===== src/hdl/nfudc_pkg.sv =====
// Shared widths, codes and control bundles of the number-field unit distance check.
// Used by the store, MAC, sequencer and core modules; depends on nothing else.
package nfudc_pkg;

  localparam int COEFF_BITS = 21;
  localparam int DIFF_W     = COEFF_BITS + 1;
  localparam int CONJ_W     = COEFF_BITS + 2;
  localparam int PROD_W     = DIFF_W + CONJ_W;
  localparam int ACC_W      = 64;
  localparam int NORM_W     = 32;
  localparam int POS_W      = 4;
  localparam int GRP_W      = 2;
  localparam int NUM_POS    = 16;
  localparam int NUM_GRP    = 4;

  localparam logic [NORM_W-1:0] NORM_RESET = NORM_W'(9216);

  // Scale codes: bit 0 set means both sides carry sqrt(-3), bit 1 means sqrt(-11).
  localparam logic [1:0] SCALE_ONE = 2'b00;
  localparam logic [1:0] SCALE_M3  = 2'b01;
  localparam logic [1:0] SCALE_M11 = 2'b10;
  localparam logic [1:0] SCALE_P33 = 2'b11;

  typedef struct packed {
    logic [POS_W-1:0] diff_raddr;
    logic [POS_W-1:0] conj_raddr;
    logic             x1_load;
    logic             conj_we;
    logic [POS_W-1:0] conj_waddr;
    logic             conj_zero;
    logic             conj_neg;
  } store_ctrl_t;

  typedef struct packed {
    logic [1:0]       scale_sel;
    logic             fold;
    logic [POS_W-1:0] acc_idx;
  } mac_tag_t;

  typedef struct packed {
    logic             clear;
    logic             issue;
    mac_tag_t         tag;
    logic             check;
    logic [POS_W-1:0] check_idx;
  } mac_ctrl_t;

endpackage


===== src/hdl/nfudc_store.sv =====
// Difference store and conjugate store with the conjugation datapath.
// Depends on nfudc_pkg; controlled by nfudc_seq.
module nfudc_store (
  input  logic                                clk,
  input  logic                                wr_en,
  input  logic [nfudc_pkg::POS_W-1:0]         wr_addr,
  input  logic signed [nfudc_pkg::COEFF_BITS-1:0] wr_first,
  input  logic signed [nfudc_pkg::COEFF_BITS-1:0] wr_second,
  input  nfudc_pkg::store_ctrl_t              sc,
  output logic signed [nfudc_pkg::DIFF_W-1:0] diff_rd,
  output logic signed [nfudc_pkg::CONJ_W-1:0] conj_rd
);
  import nfudc_pkg::*;

  logic signed [DIFF_W-1:0] diff_r [NUM_POS];
  logic signed [CONJ_W-1:0] conj_r [NUM_POS];
  logic signed [DIFF_W-1:0] x1_r;
  logic signed [DIFF_W-1:0] wr_diff;
  logic signed [DIFF_W-1:0] conj_src;
  logic signed [CONJ_W-1:0] conj_delta;
  logic signed [CONJ_W-1:0] conj_wdata;

  assign wr_diff = {wr_first[COEFF_BITS-1], wr_first} - {wr_second[COEFF_BITS-1], wr_second};

  assign diff_rd = diff_r[sc.diff_raddr];
  assign conj_rd = conj_r[sc.conj_raddr];

  // The z power term is subtracted from every position of its group.
  assign conj_src   = sc.conj_zero ? '0 : diff_rd;
  assign conj_delta = {conj_src[DIFF_W-1], conj_src} - {x1_r[DIFF_W-1], x1_r};
  assign conj_wdata = sc.conj_neg ? -conj_delta : conj_delta;

  always_ff @(posedge clk) begin
    if (wr_en) begin
      diff_r[wr_addr] <= wr_diff;
    end
    if (sc.x1_load) begin
      x1_r <= diff_rd;
    end
    if (sc.conj_we) begin
      conj_r[sc.conj_waddr] <= conj_wdata;
    end
  end

endmodule


===== config.mk =====
export PLATFORM = sky130hd
export DESIGN_NAME = nfudc_store
export DESIGN_NICKNAME = d
export VERILOG_FILES = /design/src/hdl/nfudc_pkg.sv /design/src/hdl/nfudc_store.sv
export SDC_FILE = /design/constraint.sdc
export NUM_CORES = 1
export LEC_CHECK = 0
export ABC_AREA = 0
export BUFFER_PORTS_ARGS = -buffer_cell sky130_fd_sc_hd__buf_2
export CAP_MARGIN = 20
export CORE_ASPECT_RATIO = 0.8
export CORE_UTILIZATION = 45
export CTS_CLUSTER_DIAMETER = 200
export CTS_CLUSTER_SIZE = 14
export DETAILED_ROUTE_END_ITERATION = 8
export PLACE_DENSITY = 0.65
export SYNTH_ARGS = -nofsm -noshare
export SYNTH_HDL_FRONTEND = slang
export SYNTH_SLANG_ARGS = --single-unit

===== constraint.sdc =====
create_clock -name clk -period 5 [get_ports clk]
set_input_delay 0.25 -clock clk [delete_from_list [all_inputs] [get_ports clk]]
set_output_delay 0.25 -clock clk [all_outputs]
set_load 0.02 [all_outputs]

==> metrics <==
share of post-route cells with drive strength above 1=~36%; initial antenna violation count=1; Post-Syn Nets=1630; Sink Count=about 740; outcome=finished clean; sequential cell area fraction in the yosys report=72.2%; die footprint=0.0696 mm^2; GRT overflow=0; finished layout cell area=between 0.03 and 0.04 mm^2; Buffers on Ports=108; max-cap violations=0; num ports=approximately 110; WP data arrival=between 5000 and 6000 ps; first-pass GRT wire length=101000 um; Warnings, synthesis=0; post-layout util=52.7%; RSZ-0062 raised after global routing=yes; clk_lat worst skew=between 600 and 700 ps; Slew Viols, Final=0; vias per std cell=5.73; fill count=5219; CTS Buf Count=58; Worst-Margin Slew=1040 ps; Final ANT Viol Nets=0; Clock Pin Slew Worst Setup and Hold Paths=around 70 ps; Worst R2R Setup Slack=130 ps; final hold violations=0; DRC=0; Synth Instances=1520; critical path peak fanout=16; DRT iter0 DRCs=between 1500 and 2000; Rows=85; met3 usage=2.46%; P_int=~0.010 W; min-delay src=sc[7]; die height=236 um; final period utilization=between 90% and 100%; Root Buffer=clkbuf_16; asr flop ratio synth=0%; power per cell area=385 mW/mm^2; Cell Area, Placed=0.0338 mm^2; Nets=1928; met2 usage=32.5%; final setup fails=0; total global-route track usage=roughly a fifth; first-pass detailed-route iteration total=5; Worst Hold Class=input pin to flop; worst r2r dst=conj_r[2][22]$_DFFE_PP_; Max-slew headroom=30.5%; Peak Freq=205 MHz; gr busiest metal=met2; setup TNS=0 ps; number of diodes=0; Critical Path RT=5390 ps; crit start category=flop; logic gate share of total power=approximately 16%; hpwl dp=slightly above 40000 um; Leak=~12 nW; Clock power frac=29.7%; critical path capture point type=flop; Yosys cell types=71; Avg WL per Cell=24.9 um; final WL=68200 um; skew final=49.5 ps; Mean Syn Cell Area=about 20 um^2; net load switching power=0.00329 W; hold endpoint=x1_r[3]$_DFFE_PP_; path depth of the worst reg2reg path=16; Max VDD drop=about 270 uV; sw frac=a little under a quarter; largest net degree at the start of global routing=62; fin crit period=4870 ps; Starting Density=45.7%; Main synth FF type=edfxtp_1; CTS Buffer Depth=3; vias=about 16000; H-tree Lvls=2; Seq cells post-synth=742; CTS tree=built; CORE AREA=0.0675 mm^2; worst hold margin=141 ps; Post-synth EDFFs=742; Cell Area, Synth=0.0309 mm^2; Hold Path Depth=1; Area growth syn-to-layout=15.5%; met1 usage=28.4%; Die W=around 300 um; Reg power frac=about 55%; vias in the first global route=16000; critical path class=flop to flop; Critical R2R Launch=diff_r[15][0]$_DFFE_PP_; Routability Congestion=0.832
cells by family after synthesis:
group           count (synthesis)  synth area share [%]
compound gates                128                  2.91
xor+xnor                       52                  1.48
fa+ha+maj                      46                  1.91
buf+inv                       120                  1.48
flops                         742                  72.2
mux                           227                  16.5
simple gates                  205                  3.50
worst max-delay path by stage:
stage                     depth (start not counted)  slack, ps               startpoint                       end
after global routing                             16       -100  diff_r[15][0]$_DFFE_PP_   conj_r[8][22]$_DFFE_PP_
after CTS                                        15         20  diff_r[15][0]$_DFFE_PP_  conj_r[15][19]$_DFFE_PP_
after global placement                           15        -20                   sc[12]   conj_r[8][18]$_DFFE_PP_
after detailed placement                         15       -340                   sc[12]   conj_r[9][18]$_DFFE_PP_
final                                            16        130  diff_r[15][0]$_DFFE_PP_   conj_r[2][22]$_DFFE_PP_
after floorplan                                  16         10                   sc[12]   conj_r[0][22]$_DFFE_PP_
power groups by stage:
stage                     sequential, W  clock (W)  combinational (W)
after floorplan                 0.00765          0            0.00118
after global placement          0.00765          0            0.00193
after detailed placement        0.00766          0            0.00199
after CTS                       0.00753    0.00416            0.00200
after global routing            0.00753    0.00438            0.00230
final                           0.00752    0.00407            0.00213
registers in the layout (all words and copies together), names as in the netlist:
name,flops
conj_r,368
diff_r,352
x1_r,22
synth_stat cells (7+ instances only):
cell      instances  area, um^2
mux4_2          225        5070
o21ai_0          24         120
nand2b_1         17         106
inv_1            60         225
clkbuf_1         36         135
o31ai_1           7        52.6
xnor2_1          38         333
buf_1            18        67.6
edfxtp_1        742       22300
a21oi_1          29         145
a31oi_1           8        50.1
nor2_1           64         240
nand3_1          11        55.1
ha_1             44         551
nor3_1           21         105
xor2_1           14         123
nor2b_1          24         150
nand2_1          28         105
metal layers:
layer / share of wire (%) / vias up
met5: 0 / -
met4: 2.2 / 0
met3: 5.9 / 95
met2: 49 / 499
met1: 43 / 8255
li1: - / 6810
placed cells by master, fill, tap and decap left out, types with 4 or more instances in the layout:
| cell | count |
|---|---|
| a211oi_1 | 5 |
| a21o_1 | 6 |
| a21oi_1 | 28 |
| a31oi_1 | 7 |
| and2_1 | 4 |
| and3_1 | 4 |
| buf_12 | 10 |
| buf_2 | 104 |
| buf_4 | 181 |
| clkbuf_16 | 59 |
| edfxtp_1 | 742 |
| ha_1 | 44 |
| inv_1 | 60 |
| mux4_2 | 225 |
| nand2_1 | 28 |
| nand2b_1 | 17 |
| nand3_1 | 11 |
| nand3b_1 | 5 |
| nor2_1 | 40 |
| nor2_2 | 24 |
| nor2b_1 | 24 |
| nor3_1 | 13 |
| nor3_2 | 8 |
| nor4_1 | 4 |
| o21a_1 | 6 |
| o21ai_0 | 24 |
| o31ai_1 | 7 |
| or3_1 | 4 |
| xnor2_1 | 35 |
| xor2_1 | 10 |
| xor2_4 | 4 |
through the flow:
stage / instances / setup slack, ps / total power [W]
final: 2732 / 126 / 0.0137
after global routing: 2732 / -97.6 / 0.0142
after CTS: 2713 / 18.0 / 0.0137
after detailed placement: 2652 / -338 / 0.00966
after global placement: 2651 / -20.9 / 0.00958
after floorplan: 1520 / 14.8 / 0.00883
critical path: stages (launching register included):
cell	delay, ps
edfxtp_1	360
mux4_2	480
mux4_2	530
nand2b_1	100
ha_1	150
inv_1	50
fa_1	430
a21oi_2	190
o211ai_1	130
and2_1	200
or4_4	490
a31oi_4	240
nand4_4	170
nor4_2	410
a41oi_1	300
xor2_4	240
buf_12	170
area by class of cell:
class / instances / area (um^2) / area share [%]
clock buffer: 59 / 1480 / 4.14
sequential: 742 / 22300 / 62.6
clock inverter: 2 / 50.0 / 0.141
multi-input combinational: 658 / 8340 / 23.4
tap: 913 / 1140 / 3.21
inverter: 61 / 229 / 0.643
timing repair buffer: 297 / 2100 / 5.90
timing repair:
item,CTS,global route
setup endpoints to repair,16,112
resized for setup,1,7
hold endpoints to repair,0,0
pin swaps,0,5
setup buffers,0,5
hold buffers,0,0
(Power assumes the default switching activity.)
