**config.mk**
```make
export PLATFORM = sky130hd
export DESIGN_NAME = nfudc_mac
export DESIGN_NICKNAME = d
export VERILOG_FILES = /design/src/hdl/nfudc_pkg.sv /design/src/hdl/nfudc_mac.sv
export SDC_FILE = /design/constraint.sdc
export NUM_CORES = 2
export LEC_CHECK = 0
export BUFFER_PORTS_ARGS = -buffer_cell sky130_fd_sc_hd__buf_4
export CAP_MARGIN = 30
export CORE_MARGIN = 2
export CORE_UTILIZATION = 45
export CTS_BUF_LIST = sky130_fd_sc_hd__clkbuf_8
export DETAILED_ROUTE_END_ITERATION = 8
export PLACE_DENSITY = 0.72
export SYNTH_ARGS = -nofsm -noshare
export SYNTH_HDL_FRONTEND = slang
export SYNTH_SLANG_ARGS = --single-unit
```
**constraint.sdc**
```tcl
create_clock -name clk -period 8.3 [get_ports clk]
set_input_delay 2.075 -clock clk [delete_from_list [all_inputs] [get_ports clk]]
set_output_delay 2.075 -clock clk [all_outputs]
set_load 0.05 [all_outputs]
```
**src/hdl/nfudc_pkg.sv**
```systemverilog
// Shared widths, codes and control bundles of the number-field unit distance check.
// Used by the store, MAC, sequencer and core modules; depends on nothing else.
package nfudc_pkg;

  localparam int COEFF_BITS = 21;
  localparam int DIFF_W     = COEFF_BITS + 1;
  localparam int CONJ_W     = COEFF_BITS + 2;
  localparam int PROD_W     = DIFF_W + CONJ_W;
  localparam int ACC_W      = 64;
  localparam int NORM_W     = 32;
  localparam int POS_W      = 4;
  localparam int GRP_W      = 2;
  localparam int NUM_POS    = 16;
  localparam int NUM_GRP    = 4;

  localparam logic [NORM_W-1:0] NORM_RESET = NORM_W'(9216);

  // Scale codes: bit 0 set means both sides carry sqrt(-3), bit 1 means sqrt(-11).
  localparam logic [1:0] SCALE_ONE = 2'b00;
  localparam logic [1:0] SCALE_M3  = 2'b01;
  localparam logic [1:0] SCALE_M11 = 2'b10;
  localparam logic [1:0] SCALE_P33 = 2'b11;

  typedef struct packed {
    logic [POS_W-1:0] diff_raddr;
    logic [POS_W-1:0] conj_raddr;
    logic             x1_load;
    logic             conj_we;
    logic [POS_W-1:0] conj_waddr;
    logic             conj_zero;
    logic             conj_neg;
  } store_ctrl_t;

  typedef struct packed {
    logic [1:0]       scale_sel;
    logic             fold;
    logic [POS_W-1:0] acc_idx;
  } mac_tag_t;

  typedef struct packed {
    logic             clear;
    logic             issue;
    mac_tag_t         tag;
    logic             check;
    logic [POS_W-1:0] check_idx;
  } mac_ctrl_t;

endpackage

```
**src/hdl/nfudc_mac.sv**
```systemverilog
// Shared multiplier pipeline, field-rule scaling, accumulators and final compare.
// Depends on nfudc_pkg; fed by nfudc_store and driven by nfudc_seq.
module nfudc_mac (
  input  logic                                 clk,
  input  logic                                 rst_n,
  input  nfudc_pkg::mac_ctrl_t                 mc,
  input  logic signed [nfudc_pkg::DIFF_W-1:0]  diff_rd,
  input  logic signed [nfudc_pkg::CONJ_W-1:0]  conj_rd,
  input  logic [nfudc_pkg::NORM_W-1:0]         target_norm,
  output logic                                 busy,
  output logic                                 is_unit
);
  import nfudc_pkg::*;

  logic                     v1_r, v2_r, v3_r;
  logic signed [DIFF_W-1:0] a_r;
  logic signed [CONJ_W-1:0] b_r;
  logic signed [PROD_W-1:0] p_r;
  logic [ACC_W-1:0]         s_r;
  mac_tag_t                 tag1_r, tag2_r, tag3_r;
  logic [ACC_W-1:0]         acc_r  [NUM_POS];
  logic [ACC_W-1:0]         fold_r [NUM_GRP];
  logic                     ok_r;

  logic [ACC_W-1:0] pe;
  logic [ACC_W-1:0] s_nxt;
  logic [ACC_W-1:0] chk_val;
  logic [ACC_W-1:0] chk_exp;

  assign busy    = v1_r | v2_r | v3_r;
  assign is_unit = ok_r;

  assign pe = {{(ACC_W-PROD_W){p_r[PROD_W-1]}}, p_r};

  always_comb begin
    case (tag2_r.scale_sel)
      SCALE_ONE: s_nxt = pe;
      SCALE_M3:  s_nxt = '0 - (pe + (pe << 1));
      SCALE_M11: s_nxt = '0 - (pe + (pe << 1) + (pe << 3));
      SCALE_P33: s_nxt = pe + (pe << 5);
      default:   s_nxt = pe;
    endcase
  end

  // Folded terms are tallied per group and subtracted from all four positions here.
  assign chk_val = acc_r[mc.check_idx] - fold_r[mc.check_idx[POS_W-1:POS_W-GRP_W]];
  assign chk_exp = (mc.check_idx == '0) ? {{(ACC_W-NORM_W){1'b0}}, target_norm} : '0;

  always_ff @(posedge clk) begin
    if (!rst_n) begin
      v1_r <= 1'b0;
      v2_r <= 1'b0;
      v3_r <= 1'b0;
    end else begin
      v1_r <= mc.issue;
      v2_r <= v1_r;
      v3_r <= v2_r;
    end
  end

  always_ff @(posedge clk) begin
    a_r    <= diff_rd;
    b_r    <= conj_rd;
    tag1_r <= mc.tag;
    p_r    <= a_r * b_r;
    tag2_r <= tag1_r;
    s_r    <= s_nxt;
    tag3_r <= tag2_r;
    if (mc.clear) begin
      for (int n = 0; n < NUM_POS; n++) begin
        acc_r[n] <= '0;
      end
      for (int g = 0; g < NUM_GRP; g++) begin
        fold_r[g] <= '0;
      end
      ok_r <= 1'b1;
    end else begin
      if (v3_r) begin
        if (tag3_r.fold) begin
          fold_r[tag3_r.acc_idx[POS_W-1:POS_W-GRP_W]] <=
            fold_r[tag3_r.acc_idx[POS_W-1:POS_W-GRP_W]] + s_r;
        end else begin
          acc_r[tag3_r.acc_idx] <= acc_r[tag3_r.acc_idx] + s_r;
        end
      end
      if (mc.check) begin
        ok_r <= ok_r & (chk_val == chk_exp);
      end
    end
  end

endmodule

```
==> impl_summary.log <==
INFO  metric status = finished, final reports clean
INFO  metric mappedNetlistArea = around 0.11 mm^2
INFO  metric wire_length_of_the_first_global_routing_pass = around 520,000 um
INFO  metric synth.ff_latch_count = 1,457
INFO  metric weighted_congestion_at_the_end_of_routability_driven_global_placement = about 1
INFO  metric clockRootBuffer = sky130_fd_sc_hd__clkbuf_8
INFO  metric endpoint_kind = register
INFO  metric synthCells = between 9,000 and 10,000
INFO  metric layout-drive-gt1-share = 0.1697
INFO  metric finalClockSkew = 137.8 ps
INFO  metric clk-insertion-delay-late = ~1100 ps
INFO  metric die_height = between 400 and 500 um
INFO  metric async_reset_ff_frac = 0
INFO  metric synth.top_cells.by_area = sky130_fd_sc_hd__edfxtp_1, sky130_fd_sc_hd__mux4_2, sky130_fd_sc_hd__fa_1, sky130_fd_sc_hd__ha_1, sky130_fd_sc_hd__nor2_1
INFO  metric synth.largest_area_cell = sky130_fd_sc_hd__edfxtp_1
INFO  metric setup_total_negative_slack = 0 ps
INFO  metric floorplan.initialDensity = 0.4534
INFO  metric critPathRequiredTime = between 9000 and 10,000 ps
INFO  metric yosys_most_used_dff = sky130_fd_sc_hd__edfxtp_1
INFO  metric number_of_flops_mapped_to_enable_cells_by_yosys = between 1,000 and 1,500
INFO  metric die_area = 0.2413 mm^2
INFO  metric syn_to_final_growth = 9.557%
INFO  metric dr.pass1.iters = 8
INFO  metric grt.total_usage = 0.2917
INFO  metric antenna_found_initial = 9
INFO  metric max_clock_freq = about 130 MHz
INFO  metric syn_avg_cell_area = between 10 and 15 um^2
INFO  metric critical-path-slowest-cell = sky130_fd_sc_hd__dfxtp_1
INFO  metric fin_hold_ws = 323.1 ps
INFO  metric grt_remaining_overflow = 0
INFO  metric coreArea = 0.2356 mm^2
INFO  metric finalHoldViolCount = 0
INFO  metric io_pins = 95
INFO  metric critical-path-max-stage-delay = about 950 ps
INFO  metric grt_start_max_net_pins = between 60 and 70
INFO  metric syn-num-nets = about 10,000
INFO  metric dieWidth = around 500 um
INFO  metric synthDistinctLibCells = 98
INFO  metric routed_via_density = approximately 6.3
INFO  metric antenna_left = 0
INFO  metric maxSlewHeadroom = 0.2562
INFO  metric count_of_yosys_warnings_during_synthesis = 0
INFO  metric maxCapViolCount = 0
INFO  metric num_rows = between 150 and 200
INFO  metric worst_path_most_repeated_cell = sky130_fd_sc_hd__fa_1
INFO  metric cts_max_level = 4
INFO  metric synthDominantCellAreaShare = 0.3598
INFO  metric tritoncts_buffers = 240
INFO  metric critical_path.max_fanout = 15
INFO  metric cts.repair_timing.setup_buffer_count = 0
INFO  metric drt_first_iter_violations = 10,103
INFO  metric via_count = 80,632
INFO  metric synth.most_common_cell = sky130_fd_sc_hd__nor2_1
INFO  metric finalMaxSlewViolations = 0
INFO  metric port_buffers = 94
INFO  metric post_route_clock_period_utilization = 0.9491
INFO  metric cts_tree = yes
INFO  metric hpwlAfterDp = about 250,000 um
INFO  metric first_global_vias = 81,513
INFO  metric number_of_hold_repair_buffers_added_at_the_cts_stage = 0
INFO  metric worstMarginPinSlew = 1116 ps
INFO  metric timing.final.crit_period = approximately 7900 ps
INFO  metric grt_setup_unrepaired = no
INFO  metric worstSetupPathType = reg -> reg
INFO  metric route.detailed.drc = 0
INFO  metric drt-total-wl = between 300,000 and 400,000 um
INFO  metric hold_path_class = reg -> reg
INFO  metric max-clock-path-buffers = 3
INFO  metric synth_sequential_area_ratio = 0.3929
INFO  metric worst_ep_arrival_time = a little under 9000 ps
INFO  metric num-nets-final = 10,468
INFO  metric avgRoutedWirePerCell = about 28 um
INFO  metric setup_violations = 0
INFO  metric synth.cells.most_frequent = sky130_fd_sc_hd__nor2_1, sky130_fd_sc_hd__edfxtp_1, sky130_fd_sc_hd__inv_1
INFO  metric path_clk_slew = ~70 ps
INFO  metric critical_path.startpoint_type = register
INFO  metric clock_sink_count = about 1,500
-- flip-flops by register name, indices dropped and copies added (netlist names) --
signal   cells
a_r         22
acc_r     1024
b_r         23
fold_r     256
is_unit      1
p_r         45
s_r         64
tag1_r       7
tag2_r       7
tag3_r       5
v1_r         1
v2_r         1
v3_r         1
-- per-stage QoR --
stage | setup WS, ps | util | cells | area (um^2)
floorplan | 876.8 | - | 9292 | 106800
global placement | 359.3 | 0.4751 | 12229 | 112000
detailed placement | 362.3 | 0.4758 | 12251 | 112100
CTS | 309.2 | 0.4966 | 12698 | 117000
global route | 37.69 | 0.4967 | 12703 | 117000
finish | 422.8 | 0.4967 | 12705 | 117000
-- cell usage in the layout, fill, tap and decap left out, types with 56 or more instances in the layout --
cell type                  netlist  layout
sky130_fd_sc_hd__xor2_1        111     111
sky130_fd_sc_hd__o21a_1         68      68
sky130_fd_sc_hd__a21o_1        178     178
sky130_fd_sc_hd__fa_1          526     526
sky130_fd_sc_hd__dfxtp_1       177     167
sky130_fd_sc_hd__xnor2_1       250     248
sky130_fd_sc_hd__o21ai_0       227     227
sky130_fd_sc_hd__nor2_1       1464    1463
sky130_fd_sc_hd__inv_1         832     903
sky130_fd_sc_hd__nand2_1       658     646
sky130_fd_sc_hd__edfxtp_1     1280    1280
sky130_fd_sc_hd__ha_1          504     504
sky130_fd_sc_hd__mux4_2        796     796
sky130_fd_sc_hd__nor2b_1        57      57
sky130_fd_sc_hd__nor3_1        104     103
sky130_fd_sc_hd__nand3_1       100      96
sky130_fd_sc_hd__and2_1        234     234
sky130_fd_sc_hd__nand4_1        69      69
sky130_fd_sc_hd__a21oi_1       388     388
sky130_fd_sc_hd__buf_4           1     364
sky130_fd_sc_hd__clkbuf_8        0     248
sky130_fd_sc_hd__a211oi_1       56      56
-- per-layer routing --
| layer | vias to the layer above | GRT usage | share of wire |
|---|---|---|---|
| met2 | 5737 | 0.4550 | 0.45 |
| met1 | 40028 | 0.3689 | 0.35 |
| met4 | 10 | 0.1735 | 0.072 |
| met5 | - | 0 | 0.00023 |
| li1 | 33554 | - | - |
| met3 | 1303 | 0.07160 | 0.12 |
-- logic make-up (layout without fill, tap and decap cells) --
| family | count (synthesis) | count (layout) | synth area share |
|---|---|---|---|
| xor gates and xnor gates | 362 | 362 | 0.02975 |
| and+or+nand+nor | 2923 | 2923 | 0.1211 |
| other | 0 | 5 | 0 |
| AOI/OAI and AO/OA | 1292 | 1292 | 0.07901 |
| adders and majority gates | 1030 | 1030 | 0.1576 |
| muxes | 818 | 818 | 0.1699 |
| buffers and inverters | 1410 | 1668 | 0.04973 |
| DFF | 1457 | 1457 | 0.3929 |
-- repair_timing --
item / CTS / global route
resized for setup: 0 / 4
setup endpoints to repair: 0 / 4
endpoints found under the hold margin: 0 / 0
-- final timing paths --
check	cells after the start	slack (ps)	endpoint	from
worst min-delay path	0	320	tag3_r[4]	tag2_r[4]
worst min register to register	0	320	tag3_r[4]	tag2_r[4]
worst max-delay path	28	420	p_r[44]	a_r[11]
worst max register to register	28	420	p_r[44]	a_r[11]
-- cell type report --
type | instances | area [um^2]
fillers | 20405 | 118600
clock inverters | 199 | 1475
repair buffers | 389 | 3177
well taps | 3150 | 3941
clock buffers | 248 | 3413
flip-flops and latches | 1457 | 42010
inverters | 832 | 3123
diodes | 5 | 12.51
multi-input cells | 6425 | 59900
-- critical path, delay by kind of cell (launching register included) --
| family | cells | cell delay, ps |
|---|---|---|
| simple gates | 1 | 150 |
| xor+xnor | 1 | 130 |
| buf+inv | 8 | 970 |
| compound gates | 10 | 1930 |
| flops | 1 | 950 |
| fa+ha+maj | 8 | 3640 |
Power is left out: the tool's default activity adds up to more than one toggle a clock period on the data nets, which glitch-free logic cannot reach.
