**config.mk**
```make
export PLATFORM = sky130hd
export DESIGN_NAME = nfudc_seq
export DESIGN_NICKNAME = d
export VERILOG_FILES = /design/src/hdl/nfudc_pkg.sv /design/src/hdl/nfudc_seq.sv
export SDC_FILE = /design/constraint.sdc
export NUM_CORES = 1
export LEC_CHECK = 0
export BUFFER_PORTS_ARGS = -buffer_cell sky130_fd_sc_hd__buf_2
export CAP_MARGIN = 30
export CORE_UTILIZATION = 40
export CTS_BUF_LIST = sky130_fd_sc_hd__clkbuf_8
export CTS_CLUSTER_SIZE = 12
export DETAILED_ROUTE_END_ITERATION = 8
export GPL_TIMING_DRIVEN = 1
export PLACE_DENSITY_LB_ADDON = 0.1
export RECOVER_POWER = 25
export REMOVE_ABC_BUFFERS = 1
export SLEW_MARGIN = 40
export SYNTH_ARGS = -nofsm -noshare
export SYNTH_HDL_FRONTEND = slang
export SYNTH_SLANG_ARGS = --single-unit
```
**constraint.sdc**
```tcl
create_clock -name clk -period 2.7 [get_ports clk]
set_input_delay 0.54 -clock clk [delete_from_list [all_inputs] [get_ports clk]]
set_output_delay 0.54 -clock clk [all_outputs]
set_load 0.01 [all_outputs]
```
**src/hdl/nfudc_pkg.sv**
```systemverilog
// Shared widths, codes and control bundles of the number-field unit distance check.
// Used by the store, MAC, sequencer and core modules; depends on nothing else.
package nfudc_pkg;

  localparam int COEFF_BITS = 21;
  localparam int DIFF_W     = COEFF_BITS + 1;
  localparam int CONJ_W     = COEFF_BITS + 2;
  localparam int PROD_W     = DIFF_W + CONJ_W;
  localparam int ACC_W      = 64;
  localparam int NORM_W     = 32;
  localparam int POS_W      = 4;
  localparam int GRP_W      = 2;
  localparam int NUM_POS    = 16;
  localparam int NUM_GRP    = 4;

  localparam logic [NORM_W-1:0] NORM_RESET = NORM_W'(9216);

  // Scale codes: bit 0 set means both sides carry sqrt(-3), bit 1 means sqrt(-11).
  localparam logic [1:0] SCALE_ONE = 2'b00;
  localparam logic [1:0] SCALE_M3  = 2'b01;
  localparam logic [1:0] SCALE_M11 = 2'b10;
  localparam logic [1:0] SCALE_P33 = 2'b11;

  typedef struct packed {
    logic [POS_W-1:0] diff_raddr;
    logic [POS_W-1:0] conj_raddr;
    logic             x1_load;
    logic             conj_we;
    logic [POS_W-1:0] conj_waddr;
    logic             conj_zero;
    logic             conj_neg;
  } store_ctrl_t;

  typedef struct packed {
    logic [1:0]       scale_sel;
    logic             fold;
    logic [POS_W-1:0] acc_idx;
  } mac_tag_t;

  typedef struct packed {
    logic             clear;
    logic             issue;
    mac_tag_t         tag;
    logic             check;
    logic [POS_W-1:0] check_idx;
  } mac_ctrl_t;

endpackage

```
**src/hdl/nfudc_seq.sv**
```systemverilog
// Sequencer: conjugation pass, 256 product issues, pipeline drain, compare sweep and result load.
// Depends on nfudc_pkg; drives nfudc_store and nfudc_mac.
module nfudc_seq (
  input  logic                   clk,
  input  logic                   rst_n,
  input  logic                   in_fire,
  input  logic                   in_last,
  input  logic                   mac_busy,
  input  logic                   out_free,
  output logic                   in_ready,
  output logic                   out_load,
  output nfudc_pkg::store_ctrl_t sc,
  output nfudc_pkg::mac_ctrl_t   mc
);
  import nfudc_pkg::*;

  localparam logic [2:0] ST_IDLE    = 3'd0;
  localparam logic [2:0] ST_CONJ_X1 = 3'd1;
  localparam logic [2:0] ST_CONJ_WR = 3'd2;
  localparam logic [2:0] ST_MUL     = 3'd3;
  localparam logic [2:0] ST_DRAIN   = 3'd4;
  localparam logic [2:0] ST_CHECK   = 3'd5;
  localparam logic [2:0] ST_DONE    = 3'd6;

  logic [2:0]       state_r, state_nxt;
  logic [GRP_W-1:0] grp_r, grp_nxt;
  logic [1:0]       h_r, h_nxt;
  logic [POS_W-1:0] i_r, i_nxt;
  logic [POS_W-1:0] j_r, j_nxt;
  logic [POS_W-1:0] k_r, k_nxt;

  logic [1:0] perm;
  logic [2:0] pw;
  logic [2:0] pw_mod;

  // Conjugation maps z^k to z^(5-k): positions 2 and 3 swap, z^1 folds.
  always_comb begin
    case (h_r)
      2'd2:    perm = 2'd3;
      2'd3:    perm = 2'd2;
      default: perm = 2'd0;
    endcase
  end

  assign pw     = {1'b0, i_r[1:0]} + {1'b0, j_r[1:0]};
  assign pw_mod = (pw >= 3'd5) ? (pw - 3'd5) : pw;

  always_comb begin
    state_nxt = state_r;
    grp_nxt   = grp_r;
    h_nxt     = h_r;
    i_nxt     = i_r;
    j_nxt     = j_r;
    k_nxt     = k_r;
    in_ready  = 1'b0;
    out_load  = 1'b0;
    sc        = '0;
    mc        = '0;
    sc.diff_raddr = i_r;
    sc.conj_raddr = j_r;
    mc.check_idx  = k_r;
    case (state_r)
      ST_IDLE: begin
        in_ready = 1'b1;
        if (in_fire && in_last) begin
          mc.clear  = 1'b1;
          grp_nxt   = '0;
          state_nxt = ST_CONJ_X1;
        end
      end
      ST_CONJ_X1: begin
        sc.diff_raddr = {grp_r, 2'd1};
        sc.x1_load    = 1'b1;
        h_nxt         = '0;
        state_nxt     = ST_CONJ_WR;
      end
      ST_CONJ_WR: begin
        sc.diff_raddr = {grp_r, perm};
        sc.conj_we    = 1'b1;
        sc.conj_waddr = {grp_r, h_r};
        sc.conj_zero  = (h_r == 2'd1);
        sc.conj_neg   = grp_r[0] ^ grp_r[1];
        h_nxt         = h_r + 2'd1;
        if (h_r == 2'd3) begin
          grp_nxt = grp_r + GRP_W'(1);
          if (grp_r == GRP_W'(NUM_GRP - 1)) begin
            i_nxt     = '0;
            j_nxt     = '0;
            state_nxt = ST_MUL;
          end else begin
            state_nxt = ST_CONJ_X1;
          end
        end
      end
      ST_MUL: begin
        mc.issue             = 1'b1;
        mc.tag.scale_sel     = i_r[3:2] & j_r[3:2];
        mc.tag.fold          = (pw == 3'd4);
        mc.tag.acc_idx       = {i_r[3:2] ^ j_r[3:2], pw_mod[1:0]};
        j_nxt                = j_r + POS_W'(1);
        if (j_r == POS_W'(NUM_POS - 1)) begin
          i_nxt = i_r + POS_W'(1);
          if (i_r == POS_W'(NUM_POS - 1)) begin
            state_nxt = ST_DRAIN;
          end
        end
      end
      ST_DRAIN: begin
        if (!mac_busy) begin
          k_nxt     = '0;
          state_nxt = ST_CHECK;
        end
      end
      ST_CHECK: begin
        mc.check = 1'b1;
        k_nxt    = k_r + POS_W'(1);
        if (k_r == POS_W'(NUM_POS - 1)) begin
          state_nxt = ST_DONE;
        end
      end
      ST_DONE: begin
        if (out_free) begin
          out_load  = 1'b1;
          state_nxt = ST_IDLE;
        end
      end
      default: begin
        state_nxt = ST_IDLE;
      end
    endcase
  end

  always_ff @(posedge clk) begin
    if (!rst_n) begin
      state_r <= ST_IDLE;
      grp_r   <= '0;
      h_r     <= '0;
      i_r     <= '0;
      j_r     <= '0;
      k_r     <= '0;
    end else begin
      state_r <= state_nxt;
      grp_r   <= grp_nxt;
      h_r     <= h_nxt;
      i_r     <= i_nxt;
      j_r     <= j_nxt;
      k_r     <= k_nxt;
    end
  end

endmodule

```
==> summary.md, run 1 <==
| Metric | Value |
|---|---|
| Status | `complete, no violations` |
| Global-route wire length before repair | `roughly 5.5 mm` |
| Post-synth ARST share | `0%` |
| Clock period minus worst slack | `around 2.6 ns` |
| Flops & latches, synth | `19` |
| Share of the synthesized area in the top cell type | `a little over a quarter` |
| Die height | `61.66 µm` |
| Die W | `around 60 µm` |
| Unrepaired setup endpoints after global routing | `false` |
| Post-route DRC violation count | `0` |
| Static Leak | `between 0.7 and 0.8 nW` |
| Reg-to-Reg End | `state_r[1]` |
| Clock root cell | `clkbuf_8` |
| Worst-Skew Late Latency | `about 0.26 ns` |
| PortBufs | `37` |
| Slew Limit Headroom | `about two thirds` |
| Path type of the worst min-delay path | `reg2reg` |
| Core Region | `0.003363 mm²` |
| Worst r2r src | `state_r[0]` |
| DP Wirelength | `between 2 and 2.5 mm` |
| Synth top area cells | `dfxtp_1 (27%), ha_1 (11%), nor2b_1 (4.4%), mux2i_1 (4.2%), and2_1 (3.5%)` |
| Area grow syn2layout | `22.32%` |
| Num CTS Buffers | `3` |
| Clock-pin slew on the worst setup and hold paths | `around 0.07 ns` |
| Worst Tran Pin Value | `0.5213 ns` |
| Global Route Usage Sum | `~19%` |
| Via count | `between 1000 and 1500` |
| CTS Buffer Depth | `2` |
| Initial antenna violation count | `0` |
| Row cnt | `21` |
| # setup viols final | `0` |
| H-tree depth | `1` |
| Via-to-Cell Ratio | `about 5.2` |
| Count of cell types in the netlist | `between 40 and 50` |
| Die ar. | `roughly 0.0038 mm²` |
| Worst endpoint required time | `2.16 ns` |
| Final hold viol count | `0` |
| CTS sink count | `19` |
| Worst Setup SP | `j_r[0]` |
| Reg-to-reg slack, setup | `0.77 ns` |
| Final TNS setup | `0 ns` |
| DR WL/cell | `13.14 µm` |
| Arrival time at the worst endpoint | `roughly 2.1 ns` |
| Post-Syn Area | `between 0.001 and 0.0015 mm²` |
| Worst VDD drop | `around 180 µV` |
| Worst clock skew | `0.003569 ns` |
| YS warnings | `0` |
| Initial Utilization | `between 40% and 50%` |
| Diodes inserted | `0` |
| Drt first-iter violations | `a little over 70` |
| Share of layout cells above drive strength 1 | `26.44%` |
| CP endpoint kind | `output port` |
| Startpoint Class | `flop` |
| GP Congestion | `0.7899` |
| Crit-path max FO | `3` |
| Nets@finish | `~230` |
| Cells on Worst Hold Path | `1` |
| Routed WL | `3.337 mm` |
| Final design utilization | `between 50 and 60%` |
| IO Count | `38` |
| Worst Hold Path EP | `j_r[3]` |
| Number of synthesized flops with an enable pin | `0` |
| Hold Path Origin | `j_r[3]` |
| CTS tree | `done` |
| Seq/Total Area, Yosys | `a little over a quarter` |
| Crit share post-route | `96.95%` |
| Vias in the first global route | `1165` |
| Top cell type by total area after synthesis | `dfxtp_1` |
| Overflow after GRT | `0` |
| Power density over cell area | `roughly 340 mW/mm²` |
| Final Max Slew Viols | `0` |
| Most used DFF post-synth | `dfxtp_1` |
| TritonRoute pass-1 iters | `4` |
| Worst setup path class | `reg2out` |
| Syn Area/Cell | `8.475 µm²` |
| Largest net degree at the start of global routing | `21` |
| Routed Antenna Nets | `0` |
| Total power | `~0.59 mW` |
| Cells after Synth | `approximately 170` |
| Max-cap violations | `0` |
| Fmax | `0.3820 GHz` |
| Worst r2r path cells | `6` |
==> final cells by class <==
cell class              instances  area (µm²)
multi-input cells             131       985.9
well taps                      46       57.56
inverters                       9       33.78
fillers                       363        1622
clock buffers                   3       41.29
clock inverters                 1       3.754
flip-flops and latches         19       387.9
repair buffers                 45       231.5
==> cell families (layout without fill, tap and decap cells) <==
logic type               Yosys count  in the layout  share of synthesized area (%)
AND/OR/NAND/NOR                   72             72                          29.88
flip-flops                        19             19                          26.71
multiplexers                       8              8                          5.800
AO/OA/AOI/OAI                     38             38                          20.12
buffers and inverters             18             58                          5.535
adder cells (fa/ha/maj)           13             13                          11.95
==> flip-flops by register name, summed over array words and instances, names as in the netlist <==
register  count
i_r           4
k_r           4
grp_r         2
j_r           4
h_r           2
state_r       3
==> layer usage <==
layer  up-vias  wire, µm  global-route usage, %
li1        676         -                      -
met1       616      1632                  27.81
met2        25      1562                  29.03
met3         4       108                  3.782
met4         0        34                  6.032
met5         -         0                      0
==> through the flow <==
step	cells	cell area (µm²)	setup slack [ns]	hold WS (ns)
floorplan	159	1379	0.3169	0.4996
global placement	246	1652	0.3341	0.4841
detailed placement	246	1652	0.2152	0.4835
CTS	252	1725	0.003960	0.5117
global route	254	1742	0.0007883	0.5288
finish	254	1742	0.08231	0.5125
==> layout by cell type, fill, tap and decap left out, drive strengths merged, types with 8 or more instances in the layout <==
cell type  synthesis  final
nor2              12     12
nand2              9      9
and2               8      8
inv                9      9
dfxtp             19     19
ha                12     12
a21oi              9      9
clkbuf             3     12
nor2b             10     10
buf                6     36
==> cell usage after synthesis (all sizes together) (3+ instances only) <==
library cell and n:
o21ai 6, nor2b 10, ha 12, nand3 7, nand3b 6, clkbuf 3, a21boi 5, nand2b 5
nor3 6, nor2 12, mux2i 6, a21oi 9, nand2 9, and2 8, dfxtp 19, buf 6
inv 9
==> worst max-delay path, stage by stage (launching register included) <==
cell	delay [ns]
dfxtp_4	0.34
ha_2	0.18
fa_1	0.52
inv_2	0.07
ha_4	0.25
inv_1	0.04
a221oi_2	0.25
buf_2	0.16
==> report_power, final <==
| part | switching (mW) | internal [mW] | total [mW] |
|---|---|---|---|
| Combinational | 0.0535 | 0.0425 | 0.0960 |
| Clock | 0.0992 | 0.101 | 0.201 |
| Sequential | 0.0116 | 0.283 | 0.294 |
==> timing repair <==
| action | 4_1_cts | 5_1_grt |
|---|---|---|
| hold buffers | 0 | 0 |
| pin swaps | 2 | 2 |
| setup endpoints to repair | 1 | 1 |
| buffers inserted | 2 | 2 |
| resized for setup | 6 | 2 |
==> how the worst max path moves through the flow <==
| stage | end | slack (ns) | cells after the start |
|---|---|---|---|
| 2_1_floorplan | mc[6] | 0.32 | 6 |
| 3_3_place_gp | mc[6] | 0.33 | 7 |
| 3_5_place_dp | mc[6] | 0.22 | 7 |
| 4_1_cts | mc[6] | 0.004 | 7 |
| 5_1_grt | mc[6] | 0.0008 | 7 |
| 6_report | mc[6] | 0.08 | 7 |
No activity file was read; power rests on OpenSTA's default activity.
==> run 2, diff against run 1 <==
- CORE_MARGIN: default -> 3
==> run 2 against run 1 <==
Compared with the run above:
- wire length is 2.8% higher
- clock skew down 0.0011 ns
- global-route usage fell by 2.9 points
- register-to-register slack about the same
- total power grew 1.5%
- clock power is 2% higher
- die area is 13% higher
- critical endpoint unchanged
- critical path depth unchanged
- cell count unchanged
- non-clock buffer count unchanged
==> summary.md, run 2 (same netlist as run 1, synthesis figures left out) <==
| Metric | Value |
|---|---|
| Die W | `about 66 µm` |
| Worst-Skew Late Latency | `approximately 0.26 ns` |
| Static Leak | `about 0.81 nW` |
| Die height | `roughly 66 µm` |
| Clock power frac | `34.4%` |
| Fmax | `between 0.3 and 0.4 GHz` |
| Reg-to-reg slack, setup | `around 0.77 ns` |
| Final design utilization | `around half` |
| Drt first-iter violations | `74` |
| Diodes inserted | `0` |
| DP Wirelength | `between 2 and 3 mm` |
| Nets@finish | `about 230` |
| IO Count | `38` |
| Global-route wire length before repair | `~5.6 mm` |
| Combinational power share | `approximately 17%` |
| Crit share post-route | `between 90% and 100%` |
| Crit-path max FO | `3` |
| Worst setup path class | `reg2out` |
| Largest net degree at the start of global routing | `21` |
| Net Sw Power | `0.1701 mW` |
| Fillers | `between 300 and 400` |
| Final hold viol count | `0` |
| Num CTS Buffers | `3` |
| Die ar. | `between 0.004 and 0.005 mm²` |
| Worst clock skew | `0.002455 ns` |
| Share of layout cells above drive strength 1 | `approximately 28%` |
| CTS Buffer Depth | `2` |
| PortBufs | `37` |
| Final Max Slew Viols | `0` |
| Unrepaired setup endpoints after global routing | `true` |
| CTS tree | `done` |
| Vias in the first global route | `approximately 1200` |
| Reg-to-Reg End | `state_r[0]` |
| Global Route Usage Sum | `16.50%` |
| Clock period minus worst slack | `around 2.7 ns` |
| Core Region | `0.003390 mm²` |
| DR WL/cell | `between 10 and 15 µm` |
| Placed cell area | `roughly 0.0017 mm²` |
| Via count | `~1400` |
| Worst Hold Path EP | `j_r[3]` |
| P_int | `between 0.4 and 0.5 mW` |
| CTS sink count | `19` |
| Area grow syn2layout | `23.46%` |
| Via-to-Cell Ratio | `~5.3` |
| TritonRoute pass-1 iters | `4` |
| Power density over cell area | `between 300 and 400 mW/mm²` |
| Initial antenna violation count | `0` |
| Clock-pin slew on the worst setup and hold paths | `about 0.080 ns` |
| Worst r2r src | `state_r[0]` |
| Hold Path Origin | `j_r[3]` |
| Initial Utilization | `between 40% and 50%` |
| Total power | `0.5997 mW` |
| Post-route DRC violation count | `0` |
| H-tree depth | `1` |
| Row cnt | `21` |
| Path type of the worst min-delay path | `reg2reg` |
| Overflow after GRT | `0` |
| CP endpoint kind | `output port` |
| GP Congestion | `~0.79` |
| Slew Limit Headroom | `between 70% and 80%` |
| Clock root cell | `clkbuf_8` |
| Routed WL | `3.432 mm` |
| Commonest non-fill, non-tap cell in the layout | `buf_2` |
| Routed Antenna Nets | `0` |
| Startpoint Class | `flop` |
| Largest registers | `i_r (4), j_r (4), k_r (4)` |
| Worst VDD drop | `~220 µV` |
| Worst endpoint required time | `~2.2 ns` |
| Register share of total power | `48.4%` |
| Max-cap violations | `0` |
| Most frequent cells in the layout | `buf_2 (30), dfxtp_1 (17), nor2_1 (12)` |
| Worst r2r path cells | `7` |
| Sw frac | `28.37%` |
| # setup viols final | `0` |
| Cells on Worst Hold Path | `1` |
| Hold_buf cts | `0` |
| Arrival time at the worst endpoint | `2.14 ns` |
| Layout Cell Area excl Fill | `about 0.0018 mm²` |
| Worst Tran Pin Value | `~0.43 ns` |
| Status | `complete, no violations` |
## run 2: cell types whose count changed in the layout (fill, tap and decap cells not counted)
cell / change
clkinv_1: -1
ha_4: +1
ha_2: -1
clkinv_2: +1
buf_4: +1
clkbuf_1: -2
buf_2: +1
## run 2: through the flow
stage / setup WS (ns) / hold WS, ns / setup TNS, ns / std cells
floorplan: 0.3169 / 0.4996 / 0 / 159
global placement: 0.3309 / 0.4804 / 0 / 246
detailed placement: 0.2889 / 0.4987 / 0 / 246
CTS: 0.01437 / 0.5172 / 0 / 250
global route: -0.01803 / 0.5452 / -0.01905 / 254
finish: 0.02465 / 0.5068 / 0 / 254
## run 2: worst max-delay path by stage
stage | cells after the start | end | slack, ns | from
after global routing | 9 | mc[5] | -0.02 | j_r[0]
after global placement | 7 | mc[6] | 0.33 | j_r[0]
after CTS | 7 | mc[6] | 0.01 | j_r[0]
after floorplan | 6 | mc[6] | 0.32 | j_r[0]
after detailed placement | 7 | mc[6] | 0.29 | j_r[0]
final | 7 | mc[6] | 0.02 | j_r[0]
## run 2: area by class of cell
type,count,area (µm²),share of cell area (%)
clock buffer,3,41.29,2.349
clock inverter,1,5.005,0.2847
inverter,9,33.78,1.922
multi-input combinational,131,996.0,56.65
sequential,19,387.9,22.06
tap,46,57.56,3.274
timing repair buffer,45,236.5,13.45
## run 2: critical path, cell delays in order, from the launching register on
cell and delay, ns:
dfxtp_4 0.36, ha_4 0.16, fa_1 0.57, inv_2 0.07, ha_4 0.26, inv_1 0.04
a221oi_2 0.25, buf_2 0.17
## run 2: power by group through the flow
stage                     Combinational, mW  Sequential (mW)  Clock (mW)
after detailed placement              0.101            0.299           0
final                                 0.103            0.290       0.206
after floorplan                      0.0568            0.307           0
after global routing                  0.114            0.292       0.229
after global placement                0.101            0.299           0
after CTS                             0.102            0.292       0.217
## run 2: timing repair
| item | CTS | global route |
|---|---|---|
| resized for setup | 2 | 8 |
| endpoints found under the hold margin | 0 | 0 |
| pin swaps | 0 | 2 |
| setup endpoints to repair | 1 | 2 |
| setup buffers | 0 | 4 |
## run 2: per-layer routing
layer / wire (µm) / global-route usage [%] / up-vias / part of all wire, %
li1: - / - / 676 / -
met5: 0 / 0 / - / 0
met1: 1561 / 21.29 / 646 / 45
met3: 146 / 3.590 / 6 / 4.3
met4: 42 / 4.663 / 0 / 1.2
met2: 1681 / 27.41 / 29 / 49
